===== src/rtl/srpc_pkg.sv =====
// shared types and constants for the sorted packet reorder cache
// no dependencies; used by the interfaces, front, back and top level
package srpc_pkg;

  localparam int SEQ_W = 31;
  localparam int MODE_W = 2;
  localparam int DEPTH_DEF = 32;
  localparam int HANDLE_BITS_DEF = 16;

  localparam logic [MODE_W-1:0] MODE_INSERT = 2'd0;
  localparam logic [MODE_W-1:0] MODE_FLUSH  = 2'd1;
  localparam logic [MODE_W-1:0] MODE_CLEAR  = 2'd2;

  typedef enum logic [1:0] {
    OP_INSERT,
    OP_FLUSH,
    OP_CLEAR,
    OP_NOP
  } op_t;

  typedef struct packed {
    op_t              op;
    logic [SEQ_W-1:0] seq;
    logic [SEQ_W-1:0] expected;
  } cmd_t;

  typedef enum logic [3:0] {
    ST_IDLE,
    ST_DISPATCH,
    ST_INS_RD,
    ST_INS_CMP,
    ST_INS_PUT,
    ST_FL_RD,
    ST_FL_CMP,
    ST_EM_RD,
    ST_EM_OUT,
    ST_RESP
  } state_t;

endpackage


===== src/rtl/srpc_if.sv =====
// valid/ready channel interfaces for input items and result beats
// depends on srpc_pkg
interface srpc_in_if #(parameter int HANDLE_BITS = srpc_pkg::HANDLE_BITS_DEF);
  logic                           valid;
  logic                           ready;
  logic [srpc_pkg::MODE_W-1:0]    mode;
  logic [srpc_pkg::SEQ_W-1:0]     seq;
  logic [HANDLE_BITS-1:0]         packet_handle;
  logic [srpc_pkg::SEQ_W-1:0]     expected;
  modport source (output valid, mode, seq, packet_handle, expected, input ready);
  modport sink (input valid, mode, seq, packet_handle, expected, output ready);
endinterface

interface srpc_out_if #(parameter int HANDLE_BITS = srpc_pkg::HANDLE_BITS_DEF);
  logic                           valid;
  logic                           ready;
  logic                           packet_valid;
  logic [HANDLE_BITS-1:0]         out_handle;
  logic [srpc_pkg::SEQ_W-1:0]     new_expected;
  logic                           overflow;
  logic                           last;
  modport source (output valid, packet_valid, out_handle, new_expected, overflow, last,
                  input ready);
  modport sink (input valid, packet_valid, out_handle, new_expected, overflow, last,
                output ready);
endinterface


===== src/rtl/sorted_packet_reorder_cache.sv =====
// sorted packet reorder cache: clear, full insert and empty flush go straight to the result;
// insert compares entries on the walk down from the tail, shifting larger ones up; flush
// scans entries from the head, then pops the run as one beat per entry, or gives a single
// result beat when nothing pops. a 2-deep command queue lets new items in meanwhile.
// synchronous reset empties the store and the queue; store contents are not cleared.
// depends on srpc_pkg, srpc_if, srpc_front, srpc_back
module sorted_packet_reorder_cache #(
  parameter int DEPTH = srpc_pkg::DEPTH_DEF,
  parameter int HANDLE_BITS = srpc_pkg::HANDLE_BITS_DEF
) (
  input logic        clk,
  input logic        rst,
  srpc_in_if.sink    pkt_in,
  srpc_out_if.source pkt_out
);

  logic                   cmd_valid;
  logic                   cmd_pop;
  srpc_pkg::cmd_t         cmd;
  logic [HANDLE_BITS-1:0] cmd_handle;

  srpc_front #(.HANDLE_BITS(HANDLE_BITS)) u_front (
    .clk(clk), .rst(rst), .pkt_in(pkt_in),
    .cmd_valid(cmd_valid), .cmd_pop(cmd_pop), .cmd(cmd), .cmd_handle(cmd_handle)
  );

  srpc_back #(.DEPTH(DEPTH), .HANDLE_BITS(HANDLE_BITS)) u_back (
    .clk(clk), .rst(rst),
    .cmd_valid(cmd_valid), .cmd_pop(cmd_pop), .cmd(cmd), .cmd_handle(cmd_handle),
    .pkt_out(pkt_out)
  );

  a_pop_needs_cmd: assert property (@(posedge clk) disable iff (rst)
    cmd_pop |-> cmd_valid) else $error("queue popped while empty");

  a_accept_queues: assert property (@(posedge clk) disable iff (rst)
    pkt_in.valid && pkt_in.ready |=> cmd_valid) else $error("accepted beat not queued");

  a_ovf_alone: assert property (@(posedge clk) disable iff (rst)
    pkt_out.valid && pkt_out.overflow |-> !pkt_out.packet_valid && pkt_out.last)
    else $error("overflow beat malformed");

endmodule


===== src/rtl/srpc_front.sv =====
// front end: accepts input beats, decodes the mode and queues commands
// depends on srpc_pkg and srpc_in_if
module srpc_front #(
  parameter int HANDLE_BITS = srpc_pkg::HANDLE_BITS_DEF
) (
  input  logic                   clk,
  input  logic                   rst,
  srpc_in_if.sink                pkt_in,
  output logic                   cmd_valid,
  input  logic                   cmd_pop,
  output srpc_pkg::cmd_t         cmd,
  output logic [HANDLE_BITS-1:0] cmd_handle
);

  srpc_pkg::cmd_t         q_cmd [2];
  logic [HANDLE_BITS-1:0] q_handle [2];
  logic                   wr_ptr;
  logic                   rd_ptr;
  logic [1:0]             fill;
  srpc_pkg::op_t          op_dec;
  logic                   push;

  always_comb begin
    case (pkt_in.mode)
      srpc_pkg::MODE_INSERT: op_dec = srpc_pkg::OP_INSERT;
      srpc_pkg::MODE_FLUSH:  op_dec = srpc_pkg::OP_FLUSH;
      srpc_pkg::MODE_CLEAR:  op_dec = srpc_pkg::OP_CLEAR;
      default:               op_dec = srpc_pkg::OP_NOP;
    endcase
  end

  assign pkt_in.ready = (fill != 2'd2);
  assign push = pkt_in.valid && pkt_in.ready;
  assign cmd_valid = (fill != 2'd0);
  assign cmd = q_cmd[rd_ptr];
  assign cmd_handle = q_handle[rd_ptr];

  always_ff @(posedge clk) begin
    if (push) begin
      q_cmd[wr_ptr] <= '{op: op_dec, seq: pkt_in.seq, expected: pkt_in.expected};
      q_handle[wr_ptr] <= pkt_in.packet_handle;
    end
  end

  always_ff @(posedge clk) begin
    if (rst) begin
      wr_ptr <= 1'b0;
      rd_ptr <= 1'b0;
      fill <= 2'd0;
    end else begin
      if (push) wr_ptr <= ~wr_ptr;
      if (cmd_pop) rd_ptr <= ~rd_ptr;
      case ({push, cmd_pop})
        2'b10:   fill <= fill + 2'd1;
        2'b01:   fill <= fill - 2'd1;
        default: fill <= fill;
      endcase
    end
  end

endmodule


===== src/rtl/srpc_back.sv =====
// back end: sorted circular store in memory, insert/flush sequencer, result register
// depends on srpc_pkg and srpc_out_if
module srpc_back #(
  parameter int DEPTH = srpc_pkg::DEPTH_DEF,
  parameter int HANDLE_BITS = srpc_pkg::HANDLE_BITS_DEF
) (
  input  logic                   clk,
  input  logic                   rst,
  input  logic                   cmd_valid,
  output logic                   cmd_pop,
  input  srpc_pkg::cmd_t         cmd,
  input  logic [HANDLE_BITS-1:0] cmd_handle,
  srpc_out_if.source             pkt_out
);

  localparam int AW = $clog2(DEPTH);
  localparam int CW = $clog2(DEPTH + 1);
  localparam int SW = srpc_pkg::SEQ_W;

  logic [SW-1:0]          mem_seq [DEPTH];
  logic [HANDLE_BITS-1:0] mem_handle [DEPTH];

  srpc_pkg::state_t state, state_next;
  logic [AW-1:0]  head, head_next;
  logic [CW-1:0]  count, count_next;
  logic [CW-1:0]  k, k_next;
  logic [CW-1:0]  n, n_next;
  logic [SW-1:0]  run, run_next;
  logic           res_ovf, res_ovf_next;
  srpc_pkg::cmd_t         c_cmd;
  logic [HANDLE_BITS-1:0] c_handle;

  logic                   rd_en, wr_en;
  logic [AW-1:0]          rd_addr, wr_addr;
  logic [SW-1:0]          wr_seq, rd_seq;
  logic [HANDLE_BITS-1:0] wr_handle, rd_handle;

  logic                   o_valid, o_pv, o_ovf, o_last;
  logic [HANDLE_BITS-1:0] o_handle;
  logic [SW-1:0]          o_nexp;
  logic                   o_free, o_load, o_pv_d, o_ovf_d, o_last_d;
  logic [HANDLE_BITS-1:0] o_handle_d;
  logic [SW-1:0]          o_nexp_d;

  // logical slot to physical address in the circular store
  function automatic logic [AW-1:0] phys(input logic [AW-1:0] base, input logic [CW-1:0] off);
    logic [CW:0] s;
    s = (CW+1)'(base) + (CW+1)'(off);
    if (s >= (CW+1)'(DEPTH)) s = s - (CW+1)'(DEPTH);
    return s[AW-1:0];
  endfunction

  assign o_free = !o_valid || pkt_out.ready;

  // next state
  always_comb begin
    state_next = state;
    case (state)
      srpc_pkg::ST_IDLE: if (cmd_valid) state_next = srpc_pkg::ST_DISPATCH;
      srpc_pkg::ST_DISPATCH: begin
        case (c_cmd.op)
          srpc_pkg::OP_INSERT: begin
            if (count == CW'(DEPTH)) state_next = srpc_pkg::ST_RESP;
            else if (count == '0) state_next = srpc_pkg::ST_INS_PUT;
            else state_next = srpc_pkg::ST_INS_RD;
          end
          srpc_pkg::OP_FLUSH: begin
            if (count == '0) state_next = srpc_pkg::ST_RESP;
            else state_next = srpc_pkg::ST_FL_RD;
          end
          default: state_next = srpc_pkg::ST_RESP;
        endcase
      end
      srpc_pkg::ST_INS_RD: state_next = srpc_pkg::ST_INS_CMP;
      srpc_pkg::ST_INS_CMP: begin
        if (rd_seq > c_cmd.seq && k != CW'(1)) state_next = srpc_pkg::ST_INS_RD;
        else state_next = srpc_pkg::ST_INS_PUT;
      end
      srpc_pkg::ST_INS_PUT: state_next = srpc_pkg::ST_RESP;
      srpc_pkg::ST_FL_RD: state_next = srpc_pkg::ST_FL_CMP;
      srpc_pkg::ST_FL_CMP: begin
        if (rd_seq <= run) begin
          if (k + CW'(1) == count) state_next = srpc_pkg::ST_EM_RD;
          else state_next = srpc_pkg::ST_FL_RD;
        end else if (k == '0) begin
          state_next = srpc_pkg::ST_RESP;
        end else begin
          state_next = srpc_pkg::ST_EM_RD;
        end
      end
      srpc_pkg::ST_EM_RD: state_next = srpc_pkg::ST_EM_OUT;
      srpc_pkg::ST_EM_OUT: begin
        if (o_free) begin
          if (k + CW'(1) == n) state_next = srpc_pkg::ST_IDLE;
          else state_next = srpc_pkg::ST_EM_RD;
        end
      end
      srpc_pkg::ST_RESP: if (o_free) state_next = srpc_pkg::ST_IDLE;
      default: state_next = srpc_pkg::ST_IDLE;
    endcase
  end

  // datapath control
  always_comb begin
    head_next = head;
    count_next = count;
    k_next = k;
    n_next = n;
    run_next = run;
    res_ovf_next = res_ovf;
    cmd_pop = 1'b0;
    rd_en = 1'b0;
    rd_addr = phys(head, k);
    wr_en = 1'b0;
    wr_addr = phys(head, k);
    wr_seq = c_cmd.seq;
    wr_handle = c_handle;
    o_load = 1'b0;
    o_pv_d = 1'b0;
    o_handle_d = '0;
    o_nexp_d = '0;
    o_ovf_d = 1'b0;
    o_last_d = 1'b1;
    case (state)
      srpc_pkg::ST_IDLE: cmd_pop = cmd_valid;
      srpc_pkg::ST_DISPATCH: begin
        res_ovf_next = 1'b0;
        case (c_cmd.op)
          srpc_pkg::OP_INSERT: begin
            res_ovf_next = (count == CW'(DEPTH));
            k_next = count;
          end
          srpc_pkg::OP_FLUSH: begin
            run_next = c_cmd.expected + SW'(1);
            k_next = '0;
          end
          srpc_pkg::OP_CLEAR: count_next = '0;
          default: count_next = count;
        endcase
      end
      srpc_pkg::ST_INS_RD: begin
        rd_en = 1'b1;
        rd_addr = phys(head, k - CW'(1));
      end
      srpc_pkg::ST_INS_CMP: begin
        // shift larger entries up one slot while walking down from the tail
        if (rd_seq > c_cmd.seq) begin
          wr_en = 1'b1;
          wr_seq = rd_seq;
          wr_handle = rd_handle;
          k_next = k - CW'(1);
        end
      end
      srpc_pkg::ST_INS_PUT: begin
        wr_en = 1'b1;
        count_next = count + CW'(1);
      end
      srpc_pkg::ST_FL_RD: rd_en = 1'b1;
      srpc_pkg::ST_FL_CMP: begin
        if (rd_seq <= run) begin
          if (rd_seq == run) run_next = run + SW'(1);
          if (k + CW'(1) == count) begin
            n_next = k + CW'(1);
            k_next = '0;
          end else begin
            k_next = k + CW'(1);
          end
        end else begin
          n_next = k;
          k_next = '0;
        end
      end
      srpc_pkg::ST_EM_RD: rd_en = 1'b1;
      srpc_pkg::ST_EM_OUT: begin
        if (o_free) begin
          o_load = 1'b1;
          o_pv_d = 1'b1;
          o_handle_d = rd_handle;
          o_nexp_d = run;
          o_last_d = (k + CW'(1) == n);
          k_next = k + CW'(1);
          if (k + CW'(1) == n) begin
            head_next = phys(head, n);
            count_next = count - n;
          end
        end
      end
      srpc_pkg::ST_RESP: begin
        if (o_free) begin
          o_load = 1'b1;
          o_ovf_d = res_ovf;
          o_nexp_d = (c_cmd.op == srpc_pkg::OP_FLUSH) ? run : '0;
        end
      end
      default: cmd_pop = 1'b0;
    endcase
  end

  always_ff @(posedge clk) begin
    if (wr_en) begin
      mem_seq[wr_addr] <= wr_seq;
      mem_handle[wr_addr] <= wr_handle;
    end
    if (rd_en) begin
      rd_seq <= mem_seq[rd_addr];
      rd_handle <= mem_handle[rd_addr];
    end
  end

  always_ff @(posedge clk) begin
    if (cmd_pop) begin
      c_cmd <= cmd;
      c_handle <= cmd_handle;
    end
    k <= k_next;
    n <= n_next;
    run <= run_next;
    res_ovf <= res_ovf_next;
    if (o_load) begin
      o_pv <= o_pv_d;
      o_handle <= o_handle_d;
      o_nexp <= o_nexp_d;
      o_ovf <= o_ovf_d;
      o_last <= o_last_d;
    end
  end

  always_ff @(posedge clk) begin
    if (rst) begin
      state <= srpc_pkg::ST_IDLE;
      head <= '0;
      count <= '0;
      o_valid <= 1'b0;
    end else begin
      state <= state_next;
      head <= head_next;
      count <= count_next;
      if (o_load) o_valid <= 1'b1;
      else if (pkt_out.ready) o_valid <= 1'b0;
    end
  end

  assign pkt_out.valid = o_valid;
  assign pkt_out.packet_valid = o_pv;
  assign pkt_out.out_handle = o_handle;
  assign pkt_out.new_expected = o_nexp;
  assign pkt_out.overflow = o_ovf;
  assign pkt_out.last = o_last;

endmodule


===== src/flat_wrapper.sv =====
// flat-port wrapper written by rule: the top's interface ports become plain ports
module sorted_packet_reorder_cache_flat 
#(
  parameter int DEPTH = srpc_pkg::DEPTH_DEF,
  parameter int HANDLE_BITS = srpc_pkg::HANDLE_BITS_DEF
)
  (clk, rst, pkt_in_valid, pkt_in_mode, pkt_in_seq, pkt_in_packet_handle, pkt_in_expected, pkt_in_ready, pkt_out_valid, pkt_out_packet_valid, pkt_out_out_handle, pkt_out_new_expected, pkt_out_overflow, pkt_out_last, pkt_out_ready);
  srpc_in_if #(.HANDLE_BITS(HANDLE_BITS)) pkt_in_i ();
  srpc_out_if #(.HANDLE_BITS(HANDLE_BITS)) pkt_out_i ();
  input logic clk;
  input logic rst;
  input wire logic [$bits(pkt_in_i.valid)-1:0] pkt_in_valid;
  input wire logic [$bits(pkt_in_i.mode)-1:0] pkt_in_mode;
  input wire logic [$bits(pkt_in_i.seq)-1:0] pkt_in_seq;
  input wire logic [$bits(pkt_in_i.packet_handle)-1:0] pkt_in_packet_handle;
  input wire logic [$bits(pkt_in_i.expected)-1:0] pkt_in_expected;
  output wire logic [$bits(pkt_in_i.ready)-1:0] pkt_in_ready;
  output wire logic [$bits(pkt_out_i.valid)-1:0] pkt_out_valid;
  output wire logic [$bits(pkt_out_i.packet_valid)-1:0] pkt_out_packet_valid;
  output wire logic [$bits(pkt_out_i.out_handle)-1:0] pkt_out_out_handle;
  output wire logic [$bits(pkt_out_i.new_expected)-1:0] pkt_out_new_expected;
  output wire logic [$bits(pkt_out_i.overflow)-1:0] pkt_out_overflow;
  output wire logic [$bits(pkt_out_i.last)-1:0] pkt_out_last;
  input wire logic [$bits(pkt_out_i.ready)-1:0] pkt_out_ready;
  assign pkt_in_i.valid = pkt_in_valid;
  assign pkt_in_i.mode = pkt_in_mode;
  assign pkt_in_i.seq = pkt_in_seq;
  assign pkt_in_i.packet_handle = pkt_in_packet_handle;
  assign pkt_in_i.expected = pkt_in_expected;
  assign pkt_in_ready = pkt_in_i.ready;
  assign pkt_out_valid = pkt_out_i.valid;
  assign pkt_out_packet_valid = pkt_out_i.packet_valid;
  assign pkt_out_out_handle = pkt_out_i.out_handle;
  assign pkt_out_new_expected = pkt_out_i.new_expected;
  assign pkt_out_overflow = pkt_out_i.overflow;
  assign pkt_out_last = pkt_out_i.last;
  assign pkt_out_i.ready = pkt_out_ready;
  sorted_packet_reorder_cache #(.DEPTH(DEPTH), .HANDLE_BITS(HANDLE_BITS)) u_core (.clk(clk), .rst(rst), .pkt_in(pkt_in_i), .pkt_out(pkt_out_i));
endmodule

===== config.mk =====
export PLATFORM = sky130hd
export DESIGN_NAME = sorted_packet_reorder_cache_flat
export DESIGN_NICKNAME = d
export VERILOG_FILES = /design/src/rtl/srpc_pkg.sv /design/src/rtl/srpc_if.sv /design/src/rtl/sorted_packet_reorder_cache.sv /design/src/rtl/srpc_front.sv /design/src/rtl/srpc_back.sv /design/src/flat_wrapper.sv
export SDC_FILE = /design/constraint.sdc
export NUM_CORES = 2
export LEC_CHECK = 0
export ABC_AREA = 0
export BUFFER_PORTS_ARGS = -buffer_cell sky130_fd_sc_hd__buf_4
export CORE_MARGIN = 3
export CORE_UTILIZATION = 35
export CTS_BUF_LIST = sky130_fd_sc_hd__clkbuf_4 sky130_fd_sc_hd__clkbuf_8 sky130_fd_sc_hd__clkbuf_16
export DETAILED_ROUTE_END_ITERATION = 12
export SLEW_MARGIN = 20
export SYNTH_ARGS = -nofsm -noshare
export SYNTH_HDL_FRONTEND = slang
export SYNTH_SLANG_ARGS = --single-unit

===== constraint.sdc =====
create_clock -name clk -period 18.39 [get_ports clk]
set_input_delay 3.678 -clock clk [delete_from_list [all_inputs] [get_ports clk]]
set_output_delay 3.678 -clock clk [all_outputs]
set_load 0.01 [all_outputs]

==> out/qor.csv <==
stage,metric,value,unit
outcome,status,"finished, final reports clean",
sta,Slew Limit Fails,0,
floorplanning,Die Width,474,um
pwr,Clock Power Share,0.292,
yosys,syn avg cell area,14.9,um^2
pwr,Pint,8680,uW
global_route,GRT Overall Usage,0.193,
yosys,"EDFF count, synth",1885,
sta,fin crit period,6.36,ns
critical_path,Critical Path RT,18.95,ns
critical_path,R2R cell count,10,
global_route,largest net degree at the start of global routing,169,
floorplanning,# IOs,136,
global_route,Congestion Overflow GR,0,
floorplanning,core area,218000,um^2
pwr,Pwr per Cell Area,148,nW/um^2
final_layout,area grow syn2layout,13.7,%
pwr,sequential share of power,0.439,
global_route,initial antenna violation count,4,
critical_path,critical path type,reg -> reg,
routing,Avg WL per Cell,26.6,um
clocking,CTS resizes,0,
sta,Setup TNS,0,ns
yosys,cell taking the most area after synthesis,edfxtp_1,
pwr,Net Sw Frac,0.330,
yosys,post-synth top area share,0.738,
yosys,share of flip-flops with an asynchronous set or reset,0,
job,MaxCap Viol Count,0,
sta,unrepaired setup endpoints after global routing,no,
clocking,setup bufs post-CTS,0,
global_route,vias in the first global route,44298,
clocking,CTS tree,yes,
clocking,H-tree level count,4,
routing,DRT Pass-1 Iters,6,
final_layout,Nets,5463,
routing,via count,45525,
floorplanning,die area,225000,um^2
sta,Max-slew headroom,0.234,
clocking,CTS buffer count,184,
yosys,syn nets,5316,
clocking,worst skew pair latency,0.84,ns
yosys,Synth Instances,5144,
sta,Max Freq,157,MHz
pwr,Max IR drop VDD,0.113,mV
critical_path,R2R setup slack,12.03,ns
routing,vias per cell,5.48,
final_layout,fin area,87300,um^2
critical_path,worst r2r dst,u_core.u_back.rd_handle[9],
yosys,Syn. warnings,0,
pwr,total power,13000,uW
global_route,global-route wire length before repair,318000,um
critical_path,worst r2r src,u_core.u_back.k[0],
final_layout,Finished Layout Cells,8300,
yosys,post-synthesis sequential area ratio,0.743,
yosys,Synth cell types,78,
placed_design,Cells after DPL,7959,
sta,Setup-failing EPs final,0,
final_layout,"commonest non-fill, non-tap cell in the layout",edfxtp_1,
clocking,clk sinks,1905,
placed_design,DP Wirelength,117000,um
yosys,"Cell Area, Synth",76700,um^2
global_route,"Most Used Layer, Global Route",met2,
floorplanning,Initial Util,0.353,
floorplanning,num rows,171,
min_path,hold worst-path end,u_core.u_front.fill[1],
sta,Final Hold Vio Count,0,
final_layout,share of layout cells above drive strength 1,0.147,
clocking,clock buffer depth,3,
pwr,leakage,0.0293,uW
placed_design,number of buffers added on ports,135,
global_route,met3 GRT Util,0.0329,
critical_path,Worst EP arrival,6.92,ns
critical_path,Worst setup SP type,flop,
sta,Tcrit/Tclk final,0.346,
min_path,worst hold path class,reg -> reg,
pwr,net load switching power,4270,uW
yosys,#FFs+latches synth,1905,
clocking,clock tree root driver cell,clkbuf_16,
sta,final setup skew,0.0372,ns
routing,Final ANT Viol Nets,0,
sta,Slew @ Worst Pin,1.15,ns
floorplanning,Die Span Y,474,um
final_layout,"commonest non-fill, non-tap cells in the layout","edfxtp_1 (1885), nand2_1 (968), a21oi_1 (529)",
clocking,clock transition at the registers of the reported paths,0.06,ns
critical_path,critical path peak fanout,66,
global_route,met1 usage,0.257,
placed_design,routability cong.,0.817,
routing,drt initial violations,5665,
global_route,met2 Use GR,0.321,
routing,Post-route DRC,0,
routing,"wirelength, routed",221000,um
min_path,hold depth,2,
yosys,synth top area cells,"edfxtp_1 (74%), nand2_1 (4.8%), a21oi_1 (3.5%)",
critical_path,Worst Setup End Kind,flop,
clocking,hold buffers post-CTS,0,
pwr,combinational share of power,0.269,
placed_design,placed inst area,81200,um^2
min_path,hold path start,u_core.u_front.fill[1],
yosys,most used flip-flop cell after synthesis,edfxtp_1,
area by class of cell:
cell class | count | area [um^2]
diodes | 3 | 7.51
fillers | 19846 | 130000
repair buffers | 249 | 1930
inverters | 87 | 327
flip-flops and latches | 1905 | 57000
multi-input cells | 2864 | 18400
clock buffers | 228 | 4960
clock inverters | 110 | 1040
well taps | 2854 | 3570
cell families (layout without fill, tap and decap cells):
group | after synthesis | in the layout | synth area share
DFF | 1905 | 1905 | 0.743
and+or+nand+nor | 1451 | 1451 | 0.0835
AOI/OAI and AO/OA | 829 | 829 | 0.0629
muxes | 416 | 416 | 0.0649
buffers and inverters | 375 | 674 | 0.0215
adders and majority gates | 88 | 88 | 0.0147
xor gates and xnor gates | 80 | 80 | 0.00941
other | 0 | 3 | 0
cell usage after synthesis (26+ instances only):
master,n
nor2_1,64
nand2_1,972
a22o_1,45
o21ai_0,26
edfxtp_1,1885
mux2i_1,234
nor3_1,103
and2_1,48
buf_2,133
mux2_2,128
inv_1,86
buf_1,28
nand3_1,34
a21oi_1,531
ha_1,84
a211oi_1,63
nor4_1,138
mux4_2,49
xor2_1,29
o22ai_1,95
clkbuf_1,114
xnor2_1,49
how the worst max path moves through the flow:
stage | start | to | slack, ns
after global routing | u_core.u_back.k[0] | u_core.u_back.rd_handle[9] | 11.68
after detailed placement | u_core.u_back.k[0] | u_core.u_back.rd_handle[9] | 12.03
final | u_core.u_back.k[0] | u_core.u_back.rd_handle[9] | 12.03
after CTS | u_core.u_back.k[0] | u_core.u_back.rd_handle[9] | 12.04
after global placement | u_core.u_back.k[0] | u_core.u_back.rd_handle[9] | 12.15
after floorplan | u_core.u_back.state[1] | u_core.u_front.fill[1] | 10.04
power by group through the flow:
stage / clock network, uW / logic [uW] / registers (uW)
2_1_floorplan: 0 / 2290 / 5690
3_3_place_gp: 0 / 3410 / 5770
3_5_place_dp: 0 / 3460 / 5780
4_1_cts: 3830 / 3470 / 5690
5_1_grt: 4010 / 3750 / 5710
6_report: 3780 / 3490 / 5690
metrics by stage:
| stage | hold slack [ns] | util | setup WS, ns |
|---|---|---|---|
| 6_report | 0.524 | 0.401 | 12.03 |
| 5_1_grt | 0.558 | 0.401 | 11.68 |
| 4_1_cts | 0.515 | 0.401 | 12.04 |
| 3_3_place_gp | 0.493 | 0.373 | 12.15 |
| 3_5_place_dp | 0.506 | 0.373 | 12.03 |
| 2_1_floorplan | 0.470 | - | 10.04 |
critical path: stages (launching register included):
cell      delay [ns]
edfxtp_1        0.52
ha_1            0.27
fa_1            1.17
inv_1           0.28
mux2i_4         0.20
buf_4           0.88
buf_4           0.90
buf_4           0.82
mux4_2          0.41
a211oi_1        0.41
nor3_1          0.10
registers in the layout, indices dropped and copies added (netlist names), 2 cells and up:
name	flops
u_core.u_back.state	4
u_core.u_back.pkt_out.new_expected	31
u_core.u_back.count	6
u_core.u_front.q_cmd	128
u_core.u_back.mem_handle	512
u_core.u_back.k	6
u_core.u_back.c_handle	16
u_core.u_back.rd_seq	31
u_core.u_back.n	6
u_core.u_back.rd_handle	16
u_core.u_back.head	5
u_core.u_back.mem_seq	992
u_core.u_front.fill	2
u_core.u_back.run	31
u_core.u_back.c_cmd	64
u_core.u_back.pkt_out.out_handle	16
u_core.u_front.q_handle	32
routing by layer:
metal	routed length, um	share of wire
met2	107000	0.48
met1	89600	0.41
met3	18100	0.082
met5	0	0
met4	6240	0.028
Note: power is estimated with default switching activity, not from simulation.
